<file path="config.mk">
export PLATFORM = sky130hd
export DESIGN_NAME = servo_ramp_weight_watch
export DESIGN_NICKNAME = d
export VERILOG_FILES = /design/src/sv/srww_pkg.sv /design/src/sv/servo_ramp_weight_watch.sv /design/src/sv/srww_core.sv
export VERILOG_INCLUDE_DIRS = /design/src /design/src/sv
export SDC_FILE = /design/constraint.sdc
export NUM_CORES = 1
export LEC_CHECK = 0
export ABC_AREA = 1
export CORE_MARGIN = 1
export CORE_UTILIZATION = 55
export DETAILED_ROUTE_END_ITERATION = 10
export DONT_BUFFER_PORTS = 1
export PLACE_DENSITY = 0.7
export SYNTH_ARGS = -nofsm -noshare
export SYNTH_HDL_FRONTEND = slang
export SYNTH_HIERARCHICAL = 1
export SYNTH_SLANG_ARGS = --single-unit
export TNS_END_PERCENT = 1
</file>
<file path="constraint.sdc">
create_clock -name clk_i -period 6.3 [get_ports clk_i]
set_input_delay 0.63 -clock clk_i [delete_from_list [all_inputs] [get_ports clk_i]]
set_output_delay 0.63 -clock clk_i [all_outputs]
set_load 0.05 [all_outputs]
</file>
<file path="src/sv/assert_macros.svh">
// Assertion macros used by the top-level RTL file servo_ramp_weight_watch.sv.
`ifndef ASSERT_MACROS_SVH
`define ASSERT_MACROS_SVH

// Same-cycle implication, disabled during reset.
`define ASSERT_IMP(label, clk, rst_n, ante, cons) \
  label: assert property (@(posedge clk) disable iff (!rst_n) (ante) |-> (cons)) \
    else $error("assertion failed: same-cycle implication");

// Next-cycle implication, disabled during reset.
`define ASSERT_NXT(label, clk, rst_n, ante, cons) \
  label: assert property (@(posedge clk) disable iff (!rst_n) (ante) |=> (cons)) \
    else $error("assertion failed: next-cycle implication");

`endif

</file>
<file path="src/sv/srww_pkg.sv">
// Package: payload types, status codes and constants of the servo ramp controller.
`timescale 1ns / 1ps
package srww_pkg;

  localparam int unsigned PosW   = 12;
  localparam int unsigned PerW   = 16;
  localparam int unsigned WgtW   = 16;
  localparam int unsigned ErrW   = 8;
  localparam int unsigned CfgW   = 16;
  localparam int unsigned CfgIdxW = 2;

  // Register reset values
  localparam logic [PosW-1:0] ServoMinRst  = 12'd544;
  localparam logic [PosW-1:0] ServoMaxRst  = 12'd2400;
  localparam logic [WgtW-1:0] EpsilonRst   = 16'd10;
  localparam logic [PosW-1:0] StartPosRst  = 12'd1500;

  localparam logic ActMove = 1'b0;
  localparam logic ActTick = 1'b1;

  localparam logic [1:0] SampleValid = 2'd1;
  localparam logic [1:0] SampleError = 2'd2;

  typedef enum logic [CfgIdxW-1:0] {
    CFG_POS_LO    = 2'd0,
    CFG_POS_HI    = 2'd1,
    CFG_EPSILON   = 2'd2,
    CFG_START_POS = 2'd3
  } cfg_idx_e;

  typedef enum logic [2:0] {
    ST_IDLE       = 3'd0,
    ST_REACHED    = 3'd1,
    ST_RANGE      = 3'd2,
    ST_NO_CUP     = 3'd3,
    ST_STABLE     = 3'd4,
    ST_NOT_STABLE = 3'd5,
    ST_ABORTED    = 3'd6,
    ST_SCALE_ERR  = 3'd7
  } status_e;

  typedef struct packed {
    logic                   action;
    logic [PosW-1:0]        target_pos;
    logic [PerW-1:0]        step_period;
    logic                   watch_cup;
    logic                   want_stable;
    logic                   abort_enable;
    logic                   abort_request;
    logic [1:0]             sample_status;
    logic signed [WgtW-1:0] sample_weight;
    logic [ErrW-1:0]        sample_error;
  } in_item_t;

  typedef struct packed {
    logic [PosW-1:0]        servo_pos;
    logic                   busy_res;
    status_e                status;
    logic signed [WgtW-1:0] stable_value;
    logic [ErrW-1:0]        error_code;
  } out_item_t;

endpackage

</file>
<file path="src/sv/servo_ramp_weight_watch.sv">
// Top level: servo ramp controller with scale watch, input and result registers.
`timescale 1ns / 1ps
`include "assert_macros.svh"
// Servo ramp controller that watches a scale. A move transfer (action 0) latches
// a target pulse width, a step period in milliseconds and the watch_cup,
// want_stable and abort_enable flags; a target outside the window from the low
// limit to the high limit fails at once with status 2, and a target equal to the
// current position finishes at once with status 1. A tick transfer (action 1)
// during a move counts toward the step period; on a step tick the block checks
// the abort request, then the scale sample (error -> 7, weight below the cup
// floor -> 3, three equal valid samples -> 4), otherwise moves one microsecond
// toward the target and ends with 1 (or 5 when a stable weight was wanted) on
// arrival. Each input transfer yields exactly one result transfer. Throughput is
// one item per clock while the output is not stalled; each item passes through
// the input register, then the result register. Input is taken while a result
// waits on the output as long as the input register is empty or can move forward.
// Configuration writes (low limit, high limit, cup floor, start position; the
// last also reloads the position) are expected only while the block is idle.
module servo_ramp_weight_watch
  import srww_pkg::*;
(
  input  logic            clk_i,
  input  logic            rst_ni,
  // configuration write port
  input  logic            cfg_we_i,
  input  cfg_idx_e        cfg_idx_i,
  input  logic [CfgW-1:0] cfg_wdata_i,
  // input channel
  input  logic            in_valid_i,
  output logic            in_ready_o,
  input  in_item_t        in_item_i,
  // result channel
  output logic            out_valid_o,
  input  logic            out_ready_i,
  output out_item_t       out_item_o
);

  // Stage 1: input register
  logic      s1_valid_q, s1_valid_d;
  in_item_t  s1_item_q, s1_item_d;
  // Stage 2: result register
  logic      out_valid_q, out_valid_d;
  out_item_t out_item_q, out_item_d;

  logic      advance;   // stage 1 may move into the result register
  logic      in_xfer;
  out_item_t res;

  assign advance    = !out_valid_q || out_ready_i;
  assign in_ready_o = !s1_valid_q || advance;
  assign in_xfer    = in_valid_i && in_ready_o;

  // State update happens exactly when a stage-1 item moves on.
  srww_core u_core (
    .clk_i       (clk_i),
    .rst_ni      (rst_ni),
    .cfg_we_i    (cfg_we_i),
    .cfg_idx_i   (cfg_idx_i),
    .cfg_wdata_i (cfg_wdata_i),
    .item_fire_i (s1_valid_q && advance),
    .item_i      (s1_item_q),
    .res_o       (res)
  );

  always_comb begin
    s1_valid_d  = s1_valid_q;
    s1_item_d   = s1_item_q;
    out_valid_d = out_valid_q;
    out_item_d  = out_item_q;
    if (advance) begin
      out_valid_d = s1_valid_q;
      out_item_d  = res;
      s1_valid_d  = 1'b0;
    end
    if (in_xfer) begin
      s1_valid_d = 1'b1;
      s1_item_d  = in_item_i;
    end
  end

  always_ff @(posedge clk_i or negedge rst_ni) begin
    if (!rst_ni) begin
      s1_valid_q  <= 1'b0;
      out_valid_q <= 1'b0;
    end else begin
      s1_valid_q  <= s1_valid_d;
      out_valid_q <= out_valid_d;
    end
  end

  // payload registers, no reset
  always_ff @(posedge clk_i) begin
    s1_item_q  <= s1_item_d;
    out_item_q <= out_item_d;
  end

  assign out_valid_o = out_valid_q;
  assign out_item_o  = out_item_q;

  // A stalled input item is neither lost nor overwritten.
  `ASSERT_NXT(a_s1_hold, clk_i, rst_ni, s1_valid_q && !advance, s1_valid_q && $stable(s1_item_q))
  // A terminal status always means the move is over.
  `ASSERT_IMP(a_done_not_busy, clk_i, rst_ni, out_valid_o && out_item_o.status != ST_IDLE, !out_item_o.busy_res)
  // Stable weight is reported only with the stable status.
  `ASSERT_IMP(a_stable_only, clk_i, rst_ni, out_valid_o && out_item_o.status != ST_STABLE, out_item_o.stable_value == '0)
  // Scale error code is reported only with the scale error status.
  `ASSERT_IMP(a_err_only, clk_i, rst_ni, out_valid_o && out_item_o.status != ST_SCALE_ERR, out_item_o.error_code == '0)

endmodule

</file>
<file path="src/sv/srww_core.sv">
// Move/step state and its update for one item.
`timescale 1ns / 1ps
module srww_core
  import srww_pkg::*;
(
  input  logic                clk_i,
  input  logic                rst_ni,
  input  logic                cfg_we_i,
  input  cfg_idx_e            cfg_idx_i,
  input  logic [CfgW-1:0]     cfg_wdata_i,
  input  logic                item_fire_i,
  input  in_item_t            item_i,
  output out_item_t           res_o
);

  localparam int unsigned FlagWatch  = 0;
  localparam int unsigned FlagStable = 1;
  localparam int unsigned FlagAbort  = 2;

  logic [PosW-1:0]        pos_lo_q, pos_lo_d;
  logic [PosW-1:0]        pos_hi_q, pos_hi_d;
  logic signed [WgtW-1:0] eps_q, eps_d;
  logic [PosW-1:0]        start_pos_q, start_pos_d;

  logic [PosW-1:0]        pos_q, pos_d;
  logic [PosW-1:0]        tgt_q, tgt_d;
  logic                   moving_q, moving_d;
  logic [PerW-1:0]        period_q, period_d;
  logic [PerW-1:0]        tick_q, tick_d;
  logic [2:0]             flags_q, flags_d;
  logic signed [WgtW-1:0] w1_q, w1_d;
  logic signed [WgtW-1:0] w2_q, w2_d;
  logic [1:0]             held_q, held_d;

  always_comb begin
    logic [PerW:0]   count;
    logic            step_tick;
    logic            stop;
    logic [PosW-1:0] pos_n;

    pos_lo_d    = pos_lo_q;
    pos_hi_d    = pos_hi_q;
    eps_d       = eps_q;
    start_pos_d = start_pos_q;
    pos_d       = pos_q;
    tgt_d       = tgt_q;
    moving_d    = moving_q;
    period_d    = period_q;
    tick_d      = tick_q;
    flags_d     = flags_q;
    w1_d        = w1_q;
    w2_d        = w2_q;
    held_d      = held_q;

    res_o.status       = ST_IDLE;
    res_o.stable_value = '0;
    res_o.error_code   = '0;

    count     = {1'b0, tick_q} + {{PerW{1'b0}}, 1'b1};
    step_tick = (count >= {1'b0, period_q});
    stop      = 1'b0;
    pos_n     = pos_q;

    if (item_fire_i) begin
      if (item_i.action == ActMove) begin
        moving_d = 1'b0;
        if (item_i.target_pos < pos_lo_q || item_i.target_pos > pos_hi_q) begin
          res_o.status = ST_RANGE;
        end else if (item_i.target_pos == pos_q) begin
          res_o.status = ST_REACHED;
        end else begin
          tgt_d    = item_i.target_pos;
          period_d = item_i.step_period;
          flags_d  = {item_i.abort_enable, item_i.want_stable, item_i.watch_cup};
          tick_d   = '0;
          held_d   = '0;
          w1_d     = '0;
          w2_d     = '0;
          moving_d = 1'b1;
        end
      end else if (moving_q) begin
        if (!step_tick) begin
          tick_d = count[PerW-1:0];
        end else begin
          tick_d = '0;
          // Priority: abort, scale checks, then one microsecond step.
          if (flags_q[FlagAbort] && item_i.abort_request) begin
            moving_d     = 1'b0;
            res_o.status = ST_ABORTED;
            stop         = 1'b1;
          end else if (flags_q[FlagWatch] || flags_q[FlagStable]) begin
            if (item_i.sample_status == SampleValid) begin
              if (flags_q[FlagWatch] && (item_i.sample_weight < eps_q)) begin
                moving_d     = 1'b0;
                res_o.status = ST_NO_CUP;
                stop         = 1'b1;
              end else if (flags_q[FlagStable]) begin
                if (held_q >= 2'd2 && w2_q == w1_q && w1_q == item_i.sample_weight) begin
                  moving_d           = 1'b0;
                  res_o.status       = ST_STABLE;
                  res_o.stable_value = item_i.sample_weight;
                  stop               = 1'b1;
                end else begin
                  w2_d = w1_q;
                  w1_d = item_i.sample_weight;
                  if (held_q < 2'd2) begin
                    held_d = held_q + 2'd1;
                  end
                end
              end
            end else if (item_i.sample_status == SampleError) begin
              moving_d         = 1'b0;
              res_o.status     = ST_SCALE_ERR;
              res_o.error_code = item_i.sample_error;
              stop             = 1'b1;
            end
          end
          if (!stop) begin
            if (pos_q < tgt_q) begin
              pos_n = pos_q + {{(PosW-1){1'b0}}, 1'b1};
            end else if (pos_q > tgt_q) begin
              pos_n = pos_q - {{(PosW-1){1'b0}}, 1'b1};
            end
            pos_d = pos_n;
            if (pos_n == tgt_q) begin
              moving_d     = 1'b0;
              res_o.status = flags_q[FlagStable] ? ST_NOT_STABLE : ST_REACHED;
            end
          end
        end
      end
    end

    if (cfg_we_i) begin
      case (cfg_idx_i)
        CFG_POS_LO:    pos_lo_d = cfg_wdata_i[PosW-1:0];
        CFG_POS_HI:    pos_hi_d = cfg_wdata_i[PosW-1:0];
        CFG_EPSILON:   eps_d    = $signed(cfg_wdata_i[WgtW-1:0]);
        CFG_START_POS: begin
          start_pos_d = cfg_wdata_i[PosW-1:0];
          pos_d       = cfg_wdata_i[PosW-1:0];
        end
        default: ;
      endcase
    end

    res_o.servo_pos = pos_d;
    res_o.busy_res  = moving_d;
  end

  always_ff @(posedge clk_i or negedge rst_ni) begin
    if (!rst_ni) begin
      pos_lo_q    <= ServoMinRst;
      pos_hi_q    <= ServoMaxRst;
      eps_q       <= $signed(EpsilonRst);
      start_pos_q <= StartPosRst;
      pos_q       <= StartPosRst;
      tgt_q       <= '0;
      moving_q    <= 1'b0;
      period_q    <= '0;
      tick_q      <= '0;
      flags_q     <= '0;
      w1_q        <= '0;
      w2_q        <= '0;
      held_q      <= '0;
    end else begin
      pos_lo_q    <= pos_lo_d;
      pos_hi_q    <= pos_hi_d;
      eps_q       <= eps_d;
      start_pos_q <= start_pos_d;
      pos_q       <= pos_d;
      tgt_q       <= tgt_d;
      moving_q    <= moving_d;
      period_q    <= period_d;
      tick_q      <= tick_d;
      flags_q     <= flags_d;
      w1_q        <= w1_d;
      w2_q        <= w2_d;
      held_q      <= held_d;
    end
  end

endmodule
</file>
# Word level (Yosys, flattened, before mapping)
# Index checks and enable logic that the tools add are counted.
# word_totals
reg_bits,235
latch_bits,0
ram_bits,0
romBits,0
input_bits,82
output_inout_bits,42
wordCells,198
memories,0
# op_classes
addsub,4
multipliers,0
div,0
order_cmp,8
eq_ne,20
n_shift,0
mux,105
n_bitwise,9
reduce_logical,23
# op_table
operator,n
$mux 16,25
$mux 19,10
$mux 12,14
$mux 27,3
$eq 16x16->1,2
$mux 1,29
$mux 3,9
$eq 12x12->1,2
$gt 12x12->1,2
$lt 12x12->1,2
$mux 2,12
$mux 24,1
$add 16x1->17 const B,1
$ge 17x16->1,1
$lt 16x16->1,1
$mux 8,2
$reduce_or 8->1,2
$add 12x1->12 const B,1
$ne 2x1->1 const B,6
$reduce_and 12->1,1
$sub 12x1->12 const B,1
$reduce_and 11->1,1
$ne 2x2->1 const B,5
$not 1->1,9
12 further kinds,27

# Depth between registers and ports, before layout
# Gate-level depths: netlist of the first run.
# logic_depth
word_depth,25
mapped_depth,24
ltp_nobuf,22

# Cells and area by module
# The synthesis of the first run kept the hierarchy.
# modules_own_cells
mod,n_inst,cells_each,area_each_um2,seq_area_each_um2
srww_core,1,1347,9773.1,3372.0
servo_ramp_weight_watch,1,111,3067.9,3022.9

# Worst setup path after synthesis of the first run
# No wires, ideal clock.
# synth_timing
path_type,reg2reg
start,register u_core.tick_q[2]
end,register out_item_q (netlist bit out_item_o[37]) (data pin)
setup_time_ns,0.259
arrival_ns,2.975
required_time_ns,6.041
slack_ns,3.066
path_stages_with_launch,22
n_path_buf,1
synth_period_minus_slack_ns,3.234
path_cell_list,dfrtp_1 > nand2_1 > nor2_1 > nand3_1 > nor3_1 > inv_1 > nor2_1 > nand3_1 > xor2_1 > ha_1 > nand4_1 > nor4_1 > nand2_1 > nand3_4 > nand2_1 > inv_2 > nand2_4 > buf_6 > nand2_1 > nand3_1 > o21ai_0 > inv_1
# synth_rtl
item,line,text
start: declaration,srww_core.sv:29,"logic [PerW-1:0] tick_q, tick_d;"
start signal: assignment,srww_core.sv:175,tick_q <= tick_d;
end signal: assignment,servo_ramp_weight_watch.sv:94,out_item_q <= out_item_d;
end: declaration,servo_ramp_weight_watch.sv:43,"out_item_t out_item_q, out_item_d;"

==> results of run 1 <==
-- state kept, by name (all words and copies together), names as in the netlist --
register         flops
out_item_o          40
u_core/w2_q         16
s1_valid_q           1
u_core/held_q        2
u_core/pos_hi_q     12
u_core/eps_q        16
u_core/period_q     16
u_core/tgt_q        12
u_core/flags_q       3
out_valid_o          1
u_core/tick_q       16
u_core/moving_q      1
s1_item_q           59
u_core/pos_q        12
u_core/pos_lo_q     12
u_core/w1_q         16
-- area by class of cell --
class / count / area (um^2)
Inverter: 201 / 754
Sequential cell: 235 / 6390
Tap cell: 313 / 392
Timing Repair Buffer: 6 / 65.1
Clock inverter: 13 / 93.8
Fill cell: 1971 / 8860
Antenna cell: 1 / 2.50
Clock buffer: 35 / 737
Multi-Input combinational cell: 979 / 5480
-- cells in the mapped netlist (all sizes together) (3+ instances only) --
master   number
a21oi        43
buf          22
clkbuf       21
dfrtp       121
dfstp        15
edfxtp       99
ha           70
inv         199
mux2          3
nand2       372
nand3       115
nand3b        8
nand4        64
nor2         80
nor3         31
nor3b         9
nor4         10
o2111ai       4
o21ai        99
o22ai         7
or2          12
xnor2         4
xor2         35
-- worst max path at each step --
stage,cells after the start,start,end,slack (ns)
5_1_grt,17,u_core/tick_q[2],out_item_o[11],1.78
3_5_place_dp,17,u_core/tick_q[2],out_item_o[11],2.30
2_1_floorplan,21,u_core/tick_q[2],out_item_o[37],3.07
4_1_cts,17,u_core/tick_q[2],out_item_o[11],2.25
6_report,20,u_core/tick_q[2],out_item_o[36],2.17
3_3_place_gp,17,u_core/tick_q[0],out_item_o[14],2.49
-- timing repair --
action | CTS | global route
gates resized for setup | 0 | 0
setup buffers | 0 | 0
hold buffers | 1 | 0
endpoints found under the hold margin | 136 | 0
-- stage by stage --
step | worst slack, ns | utilization
finish | 2.17 | 0.611
CTS | 2.25 | 0.611
global placement | 2.49 | 0.573
global route | 1.78 | 0.611
floorplan | 3.07 | -
detailed placement | 2.30 | 0.573
-- per-layer routing --
metal  vias to the layer above  global-route usage  wire length (um)  share of wire
li1                       4838                   -                 -              -
met1                      4605               0.378             14100           0.45
met2                       356               0.414             13700           0.44
met3                        54              0.0552              2400          0.077
met4                         0              0.0816               916          0.029
met5                         -                   0                 0              0
-- worst max-delay path: cells and delay by family, from the launching register on --
kind            cells  cell delay [ns]
compound gates      1             0.13
xor+xnor            1             0.17
fa+ha+maj           1             0.33
buf+inv             3             0.49
flops               1             0.40
simple gates       14             2.35
-- report_power, final --
part / total [uW] / leakage, uW / internal (uW) / switching [uW]
clock network: 1470 / 0.000404 / 860 / 608
logic: 2210 / 0.00337 / 753 / 1460
registers: 2410 / 0.00269 / 1960 / 451
total: 6090 / 0.00647 / 3580 / 2520
-- logic make-up after synthesis --
group	after synthesis	share of synthesized area
compound gates	163	0.0681
xor+xnor	40	0.0284
fa+ha+maj	70	0.0682
buf+inv	244	0.0764
flops	235	0.498
mux	3	0.00263
simple gates	703	0.258
==> impl_metrics.py, run 1 <==
metrics = {
    "sta": {
        "fin_setup_tns_ns": 0,
        "clock.fmax_mhz": 242,
        "slew_headroom": 0.241,
        "fin_hold_ws_ns": 0.107,
        "fin_skew_ns": 0.0119,
        "finalHoldViolations": 0,
        "setup_viol": 0,
        "tightest_slew_ns": 1.13,
        "drv_slew": 0,
        "rsz0062_at_grt": "false",
        "period_share": 0.655,
        "period_needed_ns": 4.13,
    },
    "synth": {
        "postSynthCellCount": 1458,
        "synthTopCellsByArea": "dfrtp_1, edfxtp_1, nand2_1",
        "synth_edf_count": 99,
        "syn_area_um2": 12800,
        "ys_ff_latch": 235,
        "synth_nets": 1610,
        "syn_avg_cell_area_um2": 8.81,
        "ys_seq_area_frac": 0.498,
        "synthArstFlopShare": 0.579,
        "synth_top_area_cell": "dfrtp_1",
        "synth_top_area_share": 0.236,
        "synth_ff_type": "dfrtp_1",
        "synth.distinct_cells": 55,
        "synth_warnings": 6,
    },
    "layout": {
        "final_common_cell": "nand2_1",
        "fin_area_um2": 13900,
        "drive_gt1_frac": 0.0769,
        "syn_to_final_growth_pct": 8.38,
        "final_cell_mix": "nand2_1, inv_1, dfrtp_1",
        "fin_nets": 1601,
        "final_cells": 1783,
    },
    "clocking": {
        "htreeDepth": 1,
        "cts.clk_slew.worst_paths_ns": 0.06,
        "cts_tree": "built",
        "clock_path_buffers": 3,
        "root_buffer": "clkbuf_16",
        "worst_skew_pair.late_latency_ns": 0.53,
        "cts_buffers": 26,
        "cts_num_sinks": 235,
    },
    "critical_path": {
        "worstSetupEndpointType": "register",
        "slowest_stage": "dfrtp_1",
        "max_stage_delay_ns": 0.40,
        "timing.critical_path.mode_cell": "nand2_1",
        "reg2reg_to": "out_item_o[36]",
        "worstSetupPathType": "register to register",
        "crit_path_cell_trace": "nand2_1 > nor2_1 > nand3_1 > nor3_1 > inv_1 > nor2_1 > nand3_1 > xor2_1 > ha_1 > nand4_1 > nor4_1 > nand2_1 > nand3_4 > nand2_1 > inv_2 > nand2_4 > nand2_1 > nand3_1 > o21ai_0 > inv_1",
        "startpoint_type": "register",
        "r2r_start": "u_core/tick_q[2]",
        "worstPathArrival_ns": 4.40,
        "rrSetupSlack_ns": 2.17,
        "r2r_cells": 20,
        "crit_fanout": 15,
        "cp.required_ns": 6.57,
    },
    "hold_path": {
        "hold_path.class": "input port to asynchronous set/reset pin",
    },
    "die": {
        "die_h_um": 155,
        "start_util": 0.564,
        "die_width_um": 155,
        "die_area_um2": 24000,
        "ioPinCount": 124,
        "core_region_area_um2": 22800,
        "rows": 55,
    },
    "placed_design": {
        "numPortBuffers": 0,
        "dp_cells": 1733,
        "place_area_um2": 13100,
        "hpwlAfterDp_mm": 22.2,
        "gp_congestion": 0.985,
    },
    "run": {
        "maxCapViolCount": 0,
    },
    "global_route": {
        "grt_pass1_wl_mm": 49.8,
        "grt_use_total": 0.267,
        "gr-total-overflow": 0,
        "grt_pass1_vias": 9333,
        "antenna_found_initial": 1,
        "grt_max_degree": 137,
    },
    "drt": {
        "vias_per_cell": 5.53,
        "drc": 0,
        "ant_nets": 0,
        "drt-total-wl_mm": 31.2,
        "drt-wirelength-per-cell_um": 17.5,
        "route.vias.total": 9853,
        "first_iter_violations": 779,
        "drtPass1Iterations": 5,
    },
    "power_and_ir_drop": {
        "ir_drop_uv": 234,
        "power_uw": 6090,
        "cellLeakagePower_uw": 0.00647,
        "powerDensity_nw_per_um2": 438,
    },
    "status": {
        "status": "finished, final reports clean",
    },
}
Note: power is estimated with default switching activity, not from simulation.
==> inputs of run 2 (changes only) <==
--- a/config.mk
+++ b/config.mk
@@ -6,7 +6,7 @@
 export SDC_FILE = /design/constraint.sdc
 export NUM_CORES = 1
 export LEC_CHECK = 0
-export ABC_AREA = 1
+export ABC_AREA = 0
 export CORE_MARGIN = 1
 export CORE_UTILIZATION = 55
 export DETAILED_ROUTE_END_ITERATION = 10
==> constraint.sdc (replaced) <==
create_clock -name clk_i -period 4.27 [get_ports clk_i]
set_input_delay 0.427 -clock clk_i [delete_from_list [all_inputs] [get_ports clk_i]]
set_output_delay 0.427 -clock clk_i [all_outputs]
set_load 0.05 [all_outputs]
==> run 2 against run 1 <==
Effect of this change: sequential power rose by 33%; non-clock buffer count is 73 higher; clock power up 40%; routed wire length down 6.4%; maximum frequency grew 3.4%; synthesized cell count decreased by 29%; critical path depth decreased by 4; design area fell by 1.1%; first-iteration DRC count down 37%; clock skew is 0.0024 ns higher; register-to-register slack worse by 1.9 ns; count of clock-buffer cells in the layout increased by 8; critical path type unchanged; critical endpoint is now u_core/w2_q[4]; largest power group unchanged.
==> impl_metrics.py, run 2 <==
metrics = {
    "synth": {
        "synth_top_area_share": 0.252,
        "syn_avg_cell_area_um2": 11.6,
        "synth_warnings": 6,
        "synth_top_area_cell": "dfrtp_1",
        "netlist_top_cells_count": "dfrtp_1, edfxtp_1, inv_1, ha_1, mux2_2",
        "synth_most_common_cell": "dfrtp_1",
        "ys_seq_area_frac": 0.532,
        "postSynthCellCount": 1039,
        "synth_nets": 1191,
        "synth.distinct_cells": 77,
        "ys_ff_latch": 235,
        "synth_edf_count": 99,
        "synthTopCellsByArea": "dfrtp_1, edfxtp_1, ha_1",
        "syn_area_um2": 12000,
        "synth_ff_type": "dfrtp_1",
        "synthArstFlopShare": 0.579,
    },
    "status": {
        "status": "finished, final reports clean",
    },
    "critical_path": {
        "slowest_stage": "dfrtp_1",
        "r2r_start": "u_core/tick_q[0]",
        "startpoint_type": "register",
        "crit_path_cell_trace": "nand3_1 > nor2_1 > and3_1 > nand3_1 > nor2b_1 > xor2_1 > ha_1 > and3_1 > o211ai_1 > a21o_1 > o211a_1 > nand2b_1 > or3_1 > a21o_1 > buf_4 > a22o_1",
        "worstPathArrival_ns": 4.39,
        "r2r_cells": 16,
        "rrSetupSlack_ns": 0.28,
        "crit_fanout": 32,
        "max_stage_delay_ns": 0.42,
        "worstSetupPathType": "register to register",
        "worstSetupEndpointType": "register",
        "cp.required_ns": 4.67,
        "reg2reg_to": "u_core/w2_q[4]",
    },
    "global_route": {
        "grt_pass1_wl_mm": 46.6,
        "gr-total-overflow": 0,
        "grt_use_total": 0.269,
        "grt_max_degree": 137,
        "antenna_found_initial": 1,
        "grt_pass1_vias": 8669,
    },
    "sta": {
        "finalHoldViolations": 0,
        "drv_slew": 0,
        "tightest_slew_ns": 1.04,
        "period_share": 0.935,
        "rsz0062_at_grt": "false",
        "fin_setup_tns_ns": 0,
        "fin_ws_ns": 0.277,
        "setup_viol": 0,
        "fin_skew_ns": 0.0143,
        "slew_headroom": 0.302,
        "fin_hold_ws_ns": 0.0127,
        "period_needed_ns": 3.99,
        "clock.fmax_mhz": 250,
    },
    "drt": {
        "drt-total-wl_mm": 29.2,
        "ant_nets": 0,
        "drt-wirelength-per-cell_um": 20.9,
        "drc": 0,
        "route.vias.total": 8520,
        "first_iter_violations": 489,
        "vias_per_cell": 6.09,
        "drtPass1Iterations": 5,
    },
    "layout": {
        "syn_to_final_growth_pct": 14.4,
        "top_register": "s1_item_q",
        "nFillCells": 1638,
        "regArea_um2": 6390,
        "final_cell_mix": "dfrtp_1, edfxtp_1, inv_1",
        "multi_input_area_um2": 5200,
        "fin_area_um2": 13800,
        "largest_reg_flops": 59,
        "fin_nets": 1256,
        "final_common_cell": "dfrtp_1",
        "drive_gt1_frac": 0.135,
    },
    "die": {
        "die_h_um": 150,
        "rows": 53,
        "ioPinCount": 124,
        "die_width_um": 150,
        "start_util": 0.567,
        "core_region_area_um2": 21200,
        "die_area_um2": 22500,
    },
    "clocking": {
        "clock_path_buffers": 3,
        "cts.clk_slew.worst_paths_ns": 0.06,
        "cts_tree": "built",
        "cts_buffers": 25,
        "htreeDepth": 1,
        "cts_num_sinks": 235,
        "worst_skew_pair.late_latency_ns": 0.52,
        "root_buffer": "clkbuf_16",
        "cts_setup_buffers": 0,
    },
    "placed_design": {
        "gp_congestion": 0.932,
        "hpwlAfterDp_mm": 19.9,
        "place_area_um2": 12300,
        "place_ws_ns": 0.140,
        "numPortBuffers": 0,
    },
    "power_and_ir_drop": {
        "cellLeakagePower_uw": 0.00582,
        "ir_drop_uv": 376,
        "power.internal_uw": 4790,
        "powerDensity_nw_per_um2": 522,
        "combinationalPowerShare": 0.267,
        "netSwitchingFraction": 0.334,
        "p_switching_uw": 2400,
        "seq_power_share": 0.446,
        "clkPwrFrac": 0.287,
    },
    "hold_path": {
        "hold_path.class": "input port to register",
        "min_path_cells": 2,
        "holdPathEnd": "u_core/pos_lo_q[9]",
        "worst_hold_startpoint": "cfg_wdata_i[9]",
    },
    "run": {
        "maxCapViolCount": 0,
    },
}
==> run 2: changes by cell type after synthesis, sizes merged, moves of 40 or more <==
| cell | change |
|---|---|
| nand2 | -321 |
| nor2 | -41 |
| mux2 | +61 |
| o21ai | -46 |
| a22o | +40 |
| nand4 | -52 |
| inv | -127 |
| nand3 | -72 |
==> run 2: critical path, delay by kind of cell (launching register included) <==
family	cells	cell delay (ns)
simple gates	8	1.78
xor+xnor	1	0.11
flops	1	0.42
fa+ha+maj	1	0.30
buf+inv	1	0.23
compound gates	5	1.02
==> run 2: metrics by stage <==
step | std cells | total power [uW] | util
2_1_floorplan | 1039 | 4520 | -
3_3_place_gp | 1291 | 5000 | 0.582
3_5_place_dp | 1291 | 5060 | 0.582
4_1_cts | 1397 | 7210 | 0.648
5_1_grt | 1398 | 7560 | 0.649
6_report | 1398 | 7190 | 0.649
==> run 2: kinds of logic (layout without fill, tap and decap cells) <==
kind of cell | after synthesis | after routing | synth area share
flip-flops | 235 | 235 | 0.532
AO/OA/AOI/OAI | 225 | 225 | 0.132
other | 0 | 1 | 0
adder cells (fa/ha/maj) | 70 | 70 | 0.0728
multiplexers | 64 | 64 | 0.0602
buffers and inverters | 113 | 196 | 0.0369
XOR/XNOR | 51 | 51 | 0.0371
AND/OR/NAND/NOR | 281 | 281 | 0.129
==> run 2: layer usage <==
layer	vias up	routed length (um)	share of wire	GRT usage
li1	3962	-	-	-
met1	4189	12400	0.43	0.356
met2	304	13600	0.47	0.433
met3	65	2260	0.078	0.0634
met4	0	911	0.031	0.0939
met5	-	0	0	0
==> run 2: layout make-up <==
type | instances | share of cell area
multi-input combinational | 691 | 0.378
tap | 275 | 0.0250
clock buffer | 43 | 0.0556
inverter | 72 | 0.0196
sequential | 235 | 0.465
clock inverter | 2 | 0.00100
antenna | 1 | 0.000182
timing repair buffer | 79 | 0.0564
==> run 2: power by group through the flow <==
stage	logic, uW	registers [uW]	clock network [uW]
6_report	1920	3210	2060
2_1_floorplan	1420	3100	0
3_3_place_gp	1770	3230	0
3_5_place_dp	1820	3240	0
5_1_grt	2120	3250	2190
4_1_cts	1900	3200	2100
==> run 2: worst max-delay path by stage <==
stage | cells after the start | from | slack [ns] | endpoint
final | 16 | u_core/tick_q[0] | 0.28 | u_core/w2_q[4]
after global routing | 15 | u_core/tick_q[2] | 0.01 | out_item_o[39]
after CTS | 15 | u_core/tick_q[0] | 0.09 | out_item_o[39]
after detailed placement | 15 | u_core/tick_q[0] | 0.14 | out_item_o[23]
after global placement | 15 | u_core/tick_q[0] | 0.28 | out_item_o[15]
after floorplan | 15 | u_core/tick_q[0] | 0.64 | u_core/w1_q[11]
==> run 2: what timing repair did <==
item	in CTS	in global routing
setup endpoints to repair	0	39
resized for setup	0	1
hold buffers	61	0
endpoints found under the hold margin	195	0
==> inputs of run 3 (changes only) <==
--- a/config.mk
+++ b/config.mk
@@ -9,6 +9,7 @@
 export ABC_AREA = 0
 export CORE_MARGIN = 1
 export CORE_UTILIZATION = 55
+export CTS_BUF_LIST = sky130_fd_sc_hd__clkbuf_8
 export DETAILED_ROUTE_END_ITERATION = 10
 export DONT_BUFFER_PORTS = 1
 export PLACE_DENSITY = 0.7
@@ -16,4 +17,4 @@
 export SYNTH_HDL_FRONTEND = slang
 export SYNTH_HIERARCHICAL = 1
 export SYNTH_SLANG_ARGS = --single-unit
-export TNS_END_PERCENT = 1
+export TNS_END_PERCENT = 30
==> run 3 against run 2 <==
Effect of this change: clock power fell by 3%; highest routed layer unchanged; routed wire length rose by 3.1%; power fell by 0.66%.
==> impl_metrics.py, run 3 (same netlist as run 2, synthesis figures left out) <==
metrics = {
    "sta": {
        "clock.fmax_mhz": 250,
        "setup_viol": 0,
        "rsz0062_at_grt": "false",
        "slew_headroom": 0.305,
        "fin_ws_ns": 0.272,
        "drv_slew": 0,
        "finalHoldViolations": 0,
        "fin_setup_tns_ns": 0,
        "period_share": 0.936,
        "fin_skew_ns": 0.0179,
        "fin_hold_ws_ns": 0.0213,
        "period_needed_ns": 4.00,
        "tightest_slew_ns": 1.04,
    },
    "critical_path": {
        "worstPathArrival_ns": 4.41,
        "worstSetupEndpointType": "register",
        "r2r_cells": 16,
        "crit_fanout": 32,
        "cp.required_ns": 4.68,
        "worstSetupPathType": "register to register",
        "startpoint_type": "register",
        "reg2reg_to": "u_core/w2_q[3]",
        "rrSetupSlack_ns": 0.27,
        "r2r_start": "u_core/tick_q[0]",
    },
    "clocking": {
        "cts.clk_slew.worst_paths_ns": 0.06,
        "root_buffer": "clkbuf_8",
        "worst_skew_pair.late_latency_ns": 0.54,
        "htreeDepth": 2,
        "cts_tree": "built",
        "cts_buffers": 40,
        "clock_path_buffers": 3,
        "cts_setup_buffers": 0,
        "cts_num_sinks": 235,
    },
    "global_route": {
        "grt_pass1_wl_mm": 47.7,
        "grt_max_degree": 137,
        "gr-total-overflow": 0,
        "grt_use_total": 0.278,
        "antenna_found_initial": 1,
        "grt_pass1_vias": 8915,
    },
    "power_and_ir_drop": {
        "netSwitchingFraction": 0.346,
        "seq_power_share": 0.450,
        "power.internal_uw": 4670,
        "powerDensity_nw_per_um2": 516,
        "cellLeakagePower_uw": 0.00593,
        "p_switching_uw": 2470,
        "clkPwrFrac": 0.280,
        "combinationalPowerShare": 0.270,
        "ir_drop_uv": 402,
    },
    "placed_design": {
        "gp_congestion": 0.932,
        "hpwlAfterDp_mm": 19.9,
        "dp_cells": 1291,
        "numPortBuffers": 0,
        "place_ws_ns": 0.140,
    },
    "drt": {
        "drtPass1Iterations": 5,
        "ant_nets": 0,
        "drt-wirelength-per-cell_um": 21.0,
        "drc": 0,
        "drt-total-wl_mm": 30.0,
        "route.vias.total": 8596,
        "vias_per_cell": 6.00,
        "first_iter_violations": 576,
    },
    "layout": {
        "drive_gt1_frac": 0.150,
        "multi_input_area_um2": 5200,
        "final_common_cell": "dfrtp_1",
        "fin_nets": 1278,
        "regArea_um2": 6390,
        "syn_to_final_growth_pct": 15.2,
        "fin_util": 0.653,
        "largest_reg_flops": 59,
        "top_register": "s1_item_q",
        "final_cells": 1433,
        "nFillCells": 1672,
        "final_cell_mix": "dfrtp_1, edfxtp_1, inv_1",
    },
    "die": {
        "die_width_um": 150,
        "rows": 53,
        "die_h_um": 150,
        "die_area_um2": 22500,
        "core_region_area_um2": 21200,
        "start_util": 0.567,
        "ioPinCount": 124,
    },
    "hold_path": {
        "hold_path.class": "input port to register",
        "min_path_cells": 2,
        "worst_hold_startpoint": "cfg_wdata_i[4]",
        "holdPathEnd": "u_core/pos_lo_q[4]",
    },
    "status": {
        "status": "finished, final reports clean",
    },
    "run": {
        "maxCapViolCount": 0,
    },
}
run 3: changes by cell type in the layout (fill, tap and decap cells not counted):
| cell | previous run | this run |
|---|---|---|
| clkbuf_8 | 5 | 48 |
| clkbuf_16 | 26 | 0 |
| inv_1 | 72 | 85 |
| clkbuf_1 | 12 | 0 |
| dlygate4sd3_1 | 60 | 67 |
| clkinv_1 | 0 | 5 |
| clkinv_2 | 1 | 4 |
| bufinv_16 | 0 | 1 |
| clkinv_4 | 1 | 0 |
| clkinvlp_4 | 0 | 1 |
| inv_6 | 0 | 1 |
run 3: critical path, stage by stage (launching register included):
cell and delay [ns]:
dfrtp_1 0.43, nand3_1 0.09, nor2_1 0.24, and3_1 0.30, nand3_1 0.21, nor2b_1 0.19
xor2_1 0.11, ha_1 0.30, and3_1 0.20, o211ai_1 0.10, a21o_1 0.17, o211a_1 0.32
nand2b_1 0.19, or3_1 0.37, a21o_1 0.20, buf_4 0.23, a22o_1 0.22
run 3: repair_timing:
| action | 4_1_cts | 5_1_grt |
|---|---|---|
| hold endpoints to repair | 202 | 0 |
| hold buffers | 68 | 0 |
| gates resized for setup | 0 | 1 |
| endpoints found under the setup margin | 0 | 37 |
run 3: worst max-delay path by stage:
stage	from	to	slack [ns]	cells past startpoint
2_1_floorplan	u_core/tick_q[0]	u_core/w1_q[11]	0.64	15
3_3_place_gp	u_core/tick_q[0]	out_item_o[15]	0.28	15
3_5_place_dp	u_core/tick_q[0]	out_item_o[23]	0.14	15
4_1_cts	u_core/tick_q[0]	out_item_o[23]	0.12	15
5_1_grt	u_core/tick_q[2]	u_core/w2_q[3]	0.02	16
6_report	u_core/tick_q[0]	u_core/w2_q[3]	0.27	16
run 3: per-stage QoR:
stage               instance area (um^2)  power [uW]
floorplan                          12000        4520
global route                       13800        7530
CTS                                13800        7160
finish                             13800        7140
detailed placement                 12300        5060
global placement                   12300        5000
run 3: layout make-up:
type                    count  share of cell area
diodes                      1            0.000181
clock buffers              48              0.0477
clock inverters            25             0.00967
inverters                  72              0.0195
multi-input cells         691               0.375
flip-flops and latches    235               0.462
well taps                 275              0.0248
repair buffers             86              0.0611
run 3: routing by layer:
layer | vias up | track usage | part of all wire | routed length, um
met5 | - | 0 | 0 | 0
met4 | 0 | 0.102 | 0.029 | 866
met3 | 57 | 0.0619 | 0.068 | 2060
met2 | 315 | 0.450 | 0.47 | 14200
met1 | 4211 | 0.366 | 0.43 | 12900
li1 | 4013 | - | - | -
run 3: power by group through the flow:
| stage | registers (uW) | clock network [uW] | logic [uW] |
|---|---|---|---|
| 2_1_floorplan | 3100 | 0 | 1420 |
| 3_5_place_dp | 3240 | 0 | 1820 |
| 5_1_grt | 3250 | 2150 | 2130 |
| 4_1_cts | 3200 | 2040 | 1910 |
| 6_report | 3210 | 2000 | 1930 |
| 3_3_place_gp | 3230 | 0 | 1770 |
